### src/allele_identity_pair_counter_top_assert.svh
// Assertion macros for the pair counter, clocked on aclk and held off in reset.
`ifndef ALLELE_IDENTITY_PAIR_COUNTER_TOP_ASSERT_SVH
`define ALLELE_IDENTITY_PAIR_COUNTER_TOP_ASSERT_SVH

// The consequent must hold in the same cycle as the antecedent.
`define AIPC_ASSERT_NOW(lbl, ante, cons) \
    lbl: assert property (@(posedge aclk) disable iff (!aresetn) (ante) |-> (cons)) \
        else $error("pair counter assertion failed");

// The consequent must hold in the cycle after the antecedent.
`define AIPC_ASSERT_NEXT(lbl, ante, cons) \
    lbl: assert property (@(posedge aclk) disable iff (!aresetn) (ante) |=> (cons)) \
        else $error("pair counter assertion failed");

`endif

### src/aipc_pkg.sv
`default_nettype none

package aipc_pkg;

    localparam int DEF_MAX_INDIVIDUALS = 1024;
    localparam int DEF_COUNT_BITS      = 48;
    localparam int ALLELE_BITS         = 16;
    localparam int POP_BITS            = 6;

    typedef struct packed {
        logic [ALLELE_BITS-1:0] allele_first;
        logic [ALLELE_BITS-1:0] allele_second;
        logic [POP_BITS-1:0]    pop_index;
    } genotype_t;

    typedef enum logic [1:0] {
        ST_IDLE,
        ST_SCAN,
        ST_DRAIN,
        ST_FINISH
    } state_t;

    typedef struct packed {
        logic indiv_en;
        logic pair_en;
        logic clear;
    } acc_ctrl_t;

endpackage

`default_nettype wire

### src/aipc_counters.sv
`default_nettype none

module aipc_counters #(
    parameter int COUNT_BITS = aipc_pkg::DEF_COUNT_BITS
) (
    input  logic                  aclk,
    input  logic                  aresetn,
    input  aipc_pkg::acc_ctrl_t   ctrl,
    input  aipc_pkg::genotype_t   new_geno,
    input  aipc_pkg::genotype_t   cur_geno,
    input  aipc_pkg::genotype_t   stored_geno,
    output logic [COUNT_BITS-1:0] wi_match,
    output logic [COUNT_BITS-1:0] wi_total,
    output logic [COUNT_BITS-1:0] wp_match,
    output logic [COUNT_BITS-1:0] wp_total,
    output logic [COUNT_BITS-1:0] bp_match,
    output logic [COUNT_BITS-1:0] bp_total
);
    import aipc_pkg::*;

    function automatic logic [1:0] pairing(input logic [ALLELE_BITS-1:0] x,
                                           input logic [ALLELE_BITS-1:0] y);
        logic present;
        present = (x != '0) && (y != '0);
        return {present && (x == y), present};
    endfunction

    function automatic logic [COUNT_BITS-1:0] sat_add(input logic [COUNT_BITS-1:0] c,
                                                      input logic [2:0] v);
        logic [COUNT_BITS:0] s;
        s = {1'b0, c} + (COUNT_BITS+1)'(v);
        return s[COUNT_BITS] ? '1 : s[COUNT_BITS-1:0];
    endfunction

    logic [1:0] p0, p1, p2, p3;
    logic [2:0] pair_match, pair_total;
    logic       pop_same;
    logic       indiv_present;
    logic       indiv_equal;

    always_comb begin
        p0 = pairing(stored_geno.allele_first,  cur_geno.allele_first);
        p1 = pairing(stored_geno.allele_first,  cur_geno.allele_second);
        p2 = pairing(stored_geno.allele_second, cur_geno.allele_first);
        p3 = pairing(stored_geno.allele_second, cur_geno.allele_second);
        pair_match = 3'(p0[1]) + 3'(p1[1]) + 3'(p2[1]) + 3'(p3[1]);
        pair_total = 3'(p0[0]) + 3'(p1[0]) + 3'(p2[0]) + 3'(p3[0]);
        pop_same = (stored_geno.pop_index == cur_geno.pop_index);
        indiv_present = (new_geno.allele_first != '0) && (new_geno.allele_second != '0);
        indiv_equal = indiv_present && (new_geno.allele_first == new_geno.allele_second);
    end

    always_ff @(posedge aclk) begin
        if (!aresetn || ctrl.clear) begin
            wi_match <= '0;
            wi_total <= '0;
            wp_match <= '0;
            wp_total <= '0;
            bp_match <= '0;
            bp_total <= '0;
        end else if (ctrl.indiv_en) begin
            wi_match <= sat_add(wi_match, 3'(indiv_equal));
            wi_total <= sat_add(wi_total, 3'(indiv_present));
        end else if (ctrl.pair_en) begin
            if (pop_same) begin
                wp_match <= sat_add(wp_match, pair_match);
                wp_total <= sat_add(wp_total, pair_total);
            end else begin
                bp_match <= sat_add(bp_match, pair_match);
                bp_total <= sat_add(bp_total, pair_total);
            end
        end
    end

endmodule

`default_nettype wire

### config.mk
export PLATFORM = sky130hd
export DESIGN_NAME = aipc_counters
export DESIGN_NICKNAME = d
export VERILOG_FILES = /design/src/allele_identity_pair_counter_top_assert.svh /design/src/aipc_pkg.sv /design/src/aipc_counters.sv
export SDC_FILE = /design/constraint.sdc
export NUM_CORES = 1
export LEC_CHECK = 0
export CAP_MARGIN = 20
export CELL_PAD_IN_SITES_DETAIL_PLACEMENT = 1
export CELL_PAD_IN_SITES_GLOBAL_PLACEMENT = 2
export CORE_MARGIN = 2
export CORE_UTILIZATION = 37
export DETAILED_ROUTE_END_ITERATION = 12
export DONT_BUFFER_PORTS = 1
export GPL_ROUTABILITY_DRIVEN = 0
export GPL_TIMING_DRIVEN = 0
export PLACE_DENSITY_LB_ADDON = 0.05
export SYNTH_ARGS = -nofsm -noshare
export SYNTH_HDL_FRONTEND = slang
export SYNTH_SLANG_ARGS = --single-unit
### constraint.sdc
create_clock -name aclk -period 5.37 [get_ports aclk]
set_input_delay 1.074 -clock aclk [delete_from_list [all_inputs] [get_ports aclk]]
set_output_delay 1.074 -clock aclk [all_outputs]
set_load 0.05 [all_outputs]
==> results.cfg, run 1 <==
[floorplanning]
width_of_the_chip_um = 209
number_of_rows_in_the_core_area = 75
effective_utilization_at_floorplan_pct = 37.3
placeableCoreArea_mm2 = 0.0417
design.portCount = 407
chipHeight_um = 209
die_area_mm2 = 0.0437

[placed_design]
post-place-cells = 2373
detailedPlacementHpwl_um = 44400
input_output_buffers = 0
dpl-instance-area_mm2 = 0.0162

[drt]
drc = 0
final_antenna_net_count = 0
drt-wirelength-per-cell_um = 23.8
drtIter0Drc = 657
postRouteWirelength_um = 58200
detailed_routing_iterations_pass_1 = 5
drt_via_density = 5.87
routed-via-count = 14300

[sta]
timing_worst_slew_pin_value_ns = 1.07
fmaxAchievable_mhz = 197
finalMaxSlewViolations = 0
post-route-period-util_pct = 94.3
worst_skew_ns = 0.0208
slew-limit-headroom_pct = 28.9
rsz0062_at_grt = false
timing.final.setup_violations = 0
finalHoldViolCount = 0
post-route-min-period_ns = 5.06

[global_route]
grt_pass1_vias = 14800
antenna_found_initial = 0
grt-ovfl-total = 0
groute.usage.overall_pct = 26.2
largest_net_degree_at_the_start_of_global_routing = 12
grt_first_pass_wirelength_um = 89900

[cts]
cts-root-buf = sky130_fd_sc_hd__clkbuf_16
cts.reportedPaths.clkPinSlew_ns = 0.06
cts.path.max_buffers = 3
clk_latency_ns = 0.55
cts_inserted_buffers = 36
cts_sinks = 288
htreeDepth = 2
hold_bufs_inserted_after_cts = 0
clock_tree_from_tritoncts = done

[synthesis]
seq_area_frac_synth_pct = 37.1
post_synth.cell_area_avg_um2 = 8.48
synth_top_family_by_area = simple AND/OR/NAND/NOR gates
synthDistinctLibCells = 67
synth_compound_gate_area_share_pct = 12.7
synth.ff_latch_count = 288
ys_top_cells_by_area = sky130_fd_sc_hd__dfxtp_1 37%, sky130_fd_sc_hd__xnor2_1 10%, sky130_fd_sc_hd__xor2_1 7.4%, sky130_fd_sc_hd__a21oi_1 6.5%, sky130_fd_sc_hd__nand4_1 4.3%
ys_warn_count = 0
post_synthesis_simple_gate_area_fraction_pct = 26.3
synth-xor-area-share_pct = 17.6
synth.net_count = 1977
async_set_or_reset_register_ratio_after_synthesis_pct = 0
mappedNetlistArea_mm2 = 0.0155
instance_count_of_the_mapped_netlist = 1833
yosys_most_used_dff = sky130_fd_sc_hd__dfxtp_1
synth_enable_flop_cells = 0
muxShareOfSynthArea_pct = 0.708
synth_top_cell_by_area = sky130_fd_sc_hd__dfxtp_1
synthAdderAreaFrac_pct = 2.30
post-synth-top-area-fraction_pct = 37.1

[power_and_ir_drop]
power_mw = 4.68
vdd_ir_drop_max_v = 0.000192
power_leakage_nw = 5.26
powerDensity_mw_per_mm2 = 268

[finish]
post-route-util_pct = 41.8
drive_above_1_share_pct = 5.78
final_design_area_no_fill_mm2 = 0.0174
multiInputGateArea_mm2 = 0.00932
instances_no_fill = 2442
layout.area.seq_mm2 = 0.00577
fillerInstances = 4961
syn2layout_area_growth_pct = 12.1
final_net_count = 2020

[worst_setup_path]
critical_path.reg2reg.startpoint = bp_total[0]
worst-endpoint-required_ns = 5.84
timing.reg2reg.worst_path_depth = 9
crit_fanout = 10
setup.worst_path.class = in2reg
r2r_slack_ns = 1.73
type_of_destination_of_the_critical_path = flop
setup.worst_path.start_class = input port
r2r-end = bp_total[35]
cp_data_arrival_time_ns = 5.54

[hold_path]
worstHoldPathType = reg2reg
worst_hold_path.endpoint = wp_total[46]
timing.hold.worst_path_depth = 2
hold_path_startpoint = wp_total[46]

[job]
drv.max_cap_violation_count = 0

[run_status]
outcome = finished clean
[cell usage after synthesis (all sizes together) (2+ instances only)]
library cell and count:
a2111oi 4, a211o 2, a211oi 9, a21o 7
a21oi 201, a311oi 8, a31oi 21, a41o 3
a41oi 4, and2 21, and3 53, and4 32
and4b 2, buf 23, clkbuf 66, dfxtp 288
fa 6, ha 19, inv 36, mux2i 11
nand2 120, nand2b 5, nand3 89, nand4 111
nor2 80, nor2b 9, nor3 77, nor3b 11
nor4 85, nor4b 6, o2111ai 2, o211a 2
o211ai 2, o21ai 76, o21bai 3, or2 4
or3 10, or4 3, xnor2 180, xor2 132
[worst max path at each step]
stage,slack [ns],endpoint,start
final,0.31,bp_total[35],stored_geno[22]
after global routing,0.006,bp_total[22],stored_geno[22]
after global placement,-0.51,wp_total[33],stored_geno[6]
after CTS,0.07,bp_match[13],stored_geno[22]
after floorplan,0.53,wp_match[30],stored_geno[25]
after detailed placement,-0.65,wp_total[33],stored_geno[22]
[sequential cells by signal (all words and copies together), names as in the netlist]
signal / cells
bp_match: 48
bp_total: 48
wi_match: 48
wi_total: 48
wp_match: 48
wp_total: 48
[cells in the final DEF (no fill, tap or decap), types with 73 or more instances in the layout]
master | synthesis | layout
sky130_fd_sc_hd__nor4_1 | 77 | 75
sky130_fd_sc_hd__dfxtp_1 | 288 | 288
sky130_fd_sc_hd__clkbuf_1 | 66 | 80
sky130_fd_sc_hd__a21oi_1 | 201 | 200
sky130_fd_sc_hd__nand4_1 | 108 | 108
sky130_fd_sc_hd__nand2_1 | 120 | 120
sky130_fd_sc_hd__xor2_1 | 132 | 132
sky130_fd_sc_hd__nor2_1 | 79 | 79
sky130_fd_sc_hd__xnor2_1 | 180 | 180
sky130_fd_sc_hd__nand3_1 | 89 | 89
sky130_fd_sc_hd__nor3_1 | 73 | 73
[power by group]
group	leakage, nW	internal, mW	switching [mW]
sequential	2.32	2.14	0.00837
clock	0.551	1.38	0.978
combinational	2.39	0.0571	0.111
total	5.26	3.58	1.10
[layout make-up]
class	count	area share, %
sequential	288	33.1
antenna	1	0.0144
timing repair buffer	5	0.201
clock inverter	5	0.187
inverter	36	0.775
multi-input combinational	1420	53.5
buffer	89	2.15
clock buffer	59	6.25
tap	539	3.87
[through the flow]
stage | worst slack (ns) | hold WS (ns) | setup TNS (ns)
after floorplan | 0.531 | 0.690 | 0
after global placement | -0.506 | 0.773 | -35.39
after detailed placement | -0.647 | 0.783 | -52.97
after CTS | 0.0739 | 0.790 | 0
after global routing | 0.00628 | 0.828 | 0
final | 0.306 | 0.786 | 0
[per-layer routing]
metal	up-vias	wire length, um	track usage, %
li1	6775	-	-
met1	7093	23800	30.7
met2	387	28300	45.6
met3	88	4500	7.94
met4	0	1580	8.45
met5	-	0	0
[repair_timing]
item / 4_1_cts / 5_1_grt
buffers inserted: 0 / 4
cloned: 0 / 0
pin swaps: 0 / 2
endpoints found under the setup margin: 30 / 90
resized for setup: 1 / 7
[cell families (layout without fill, tap and decap cells)]
group                      after synthesis  after routing
xor gates and xnor gates               312            312
other                                    0              1
and+or+nand+nor                        723            723
muxes                                   11             11
adders and majority gates               25             25
buffers and inverters                  125            194
AOI/OAI and AO/OA                      349            349
DFF                                    288            288
[worst max-delay path, cell delays in order]
cell	delay [ns]
sky130_fd_sc_hd__nor4_1	0.41
sky130_fd_sc_hd__nand4_1	0.17
sky130_fd_sc_hd__and2_1	0.22
sky130_fd_sc_hd__fa_1	0.52
sky130_fd_sc_hd__ha_1	0.23
sky130_fd_sc_hd__ha_1	0.33
sky130_fd_sc_hd__inv_1	0.12
sky130_fd_sc_hd__fa_1	0.42
sky130_fd_sc_hd__nor2b_1	0.30
sky130_fd_sc_hd__o2111ai_1	0.29
sky130_fd_sc_hd__a211oi_4	0.53
sky130_fd_sc_hd__nand2_1	0.27
sky130_fd_sc_hd__clkbuf_1	0.40
sky130_fd_sc_hd__a21oi_1	0.24
Power figures use the tool's default switching activity.
==> run 2, diff against run 1 <==
CORE_UTILIZATION = 40   (was 37)
CTS_CLUSTER_DIAMETER = 120   (was unset)
clock period = 6.26 ns   (was 5.37 ns; I/O delays follow)
==> run 2 against run 1 <==
Effect of this change: clock power decreased by 14%; final area decreased by 0.52%; sequential share of layout area increased by 0.17 points; worst setup slack improved by 0.42 ns; critical path depth increased by 2; sequential power decreased by 14%; wire length decreased by 1.2%; clock skew decreased by 0.0075 ns; power decreased by 14%.
==> results.cfg, run 2 (synthesis gave the netlist of run 1 again) <==
[worst_setup_path]
setup.worst_path.start_class = input port
worst-endpoint-required_ns = 6.73
setup.worst_path.class = in2reg
crit_fanout = 10
cp_data_arrival_time_ns = 6.00
r2r_slack_ns = 2.42
type_of_destination_of_the_critical_path = flop

[placed_design]
input_output_buffers = 0
post-place-cells = 2351
detailedPlacementHpwl_um = 43600

[finish]
highest_count_cells_in_the_layout_ignoring_fill_and_taps = 288 x sky130_fd_sc_hd__dfxtp_1, 201 x sky130_fd_sc_hd__a21oi_1, 180 x sky130_fd_sc_hd__xnor2_1
drive_above_1_share_pct = 5.64
final_net_count = 2017
instances_no_fill = 2415
post-route-util_pct = 45.1
mostFrequentLayoutCell = sky130_fd_sc_hd__dfxtp_1
syn2layout_area_growth_pct = 11.5
antenna-diode-count = 0

[drt]
drc = 0
drt_via_density = 5.90
final_antenna_net_count = 0
drtIter0Drc = 660
postRouteWirelength_um = 57500
drt-wirelength-per-cell_um = 23.8
routed-via-count = 14300
detailed_routing_iterations_pass_1 = 5

[cts]
postCtsResizedCells = 0
cts_inserted_buffers = 36
hold_bufs_inserted_after_cts = 0
cts_setup_buffers = 0
cts.reportedPaths.clkPinSlew_ns = 0.06
htreeDepth = 2
clk_latency_ns = 0.55
cts-root-buf = sky130_fd_sc_hd__clkbuf_16
cts_sinks = 288
cts.path.max_buffers = 3
clock_tree_from_tritoncts = done

[hold_path]
worstHoldPathType = reg2reg

[sta]
finalMaxSlewViolations = 0
timing.setup.tns_ns = 0
timing_worst_slew_pin_value_ns = 1.02
timing.final.setup_violations = 0
slew-limit-headroom_pct = 32.3
fmaxAchievable_mhz = 181
finalHoldViolCount = 0
worst_skew_ns = 0.0134
post-route-min-period_ns = 5.53
rsz0062_at_grt = false
post-route-period-util_pct = 88.4

[global_route]
grt-ovfl-total = 0
antenna_found_initial = 0
grt_pass1_vias = 14900
groute.usage.overall_pct = 27.8
largest_net_degree_at_the_start_of_global_routing = 12
grt_first_pass_wirelength_um = 88900

[power_and_ir_drop]
power_leakage_nw = 5.25
powerDensity_mw_per_mm2 = 231
vdd_ir_drop_max_v = 0.000166

[run_status]
outcome = finished clean

[floorplanning]
design.portCount = 407
number_of_rows_in_the_core_area = 72
placeableCoreArea_mm2 = 0.0385
chipHeight_um = 201
effective_utilization_at_floorplan_pct = 40.4
die_area_mm2 = 0.0405
width_of_the_chip_um = 201

[job]
drv.max_cap_violation_count = 0
run 2: final cells by class:
cell class | count | area [um^2]
inverters | 36 | 135
multi-input cells | 1420 | 9270
clock inverters | 9 | 52.6
repair buffers | 2 | 10.0
plain buffers | 89 | 375
well taps | 518 | 648
fillers | 4574 | 21100
clock buffers | 53 | 1080
flip-flops and latches | 288 | 5770
run 2: through the flow:
step                power [mW]  area, um^2  setup slack, ns  hold WS, ns
detailed placement        2.02       16200            0.191        0.783
floorplan                 1.97       15500             1.24        0.690
global route              4.14       17300            0.304        0.819
finish                    4.01       17300            0.725        0.785
global placement          2.02       16200            0.264        0.765
CTS                       4.06       17300            0.739        0.798
run 2: per-layer routing:
metal | wire (um) | vias up | track usage (%)
met5 | 0 | - | 0
met4 | 1650 | 0 | 9.84
met3 | 4880 | 84 | 10.2
met2 | 27400 | 393 | 47.4
met1 | 23600 | 7010 | 32.1
li1 | - | 6763 | -
run 2: final timing paths:
kind,start,end,cells past startpoint
max,stored_geno[17],wp_total[41],16
max reg2reg,wp_total[0],wp_total[41],11
min,wp_total[46],wp_total[46],2
min reg2reg,wp_total[46],wp_total[46],2
run 2: where the power goes:
group          internal, mW  switching (mW)
Clock                  1.19           0.840
Combinational        0.0489          0.0912
Sequential             1.83         0.00742
Total                  3.07           0.938
run 2: worst max-delay path, cell delays in order:
cell                       delay (ns)
sky130_fd_sc_hd__nor4_1          0.46
sky130_fd_sc_hd__nand4_1         0.22
sky130_fd_sc_hd__and2_1          0.21
sky130_fd_sc_hd__fa_1            0.44
sky130_fd_sc_hd__ha_1            0.23
sky130_fd_sc_hd__ha_1            0.36
sky130_fd_sc_hd__inv_1           0.11
sky130_fd_sc_hd__fa_1            0.42
sky130_fd_sc_hd__nor2b_1         0.19
sky130_fd_sc_hd__o21ai_0         0.21
sky130_fd_sc_hd__nor4_2          0.74
sky130_fd_sc_hd__nand2_1         0.08
sky130_fd_sc_hd__or3_1           0.32
sky130_fd_sc_hd__clkbuf_1        0.27
sky130_fd_sc_hd__buf_2           0.31
sky130_fd_sc_hd__a21oi_1         0.15
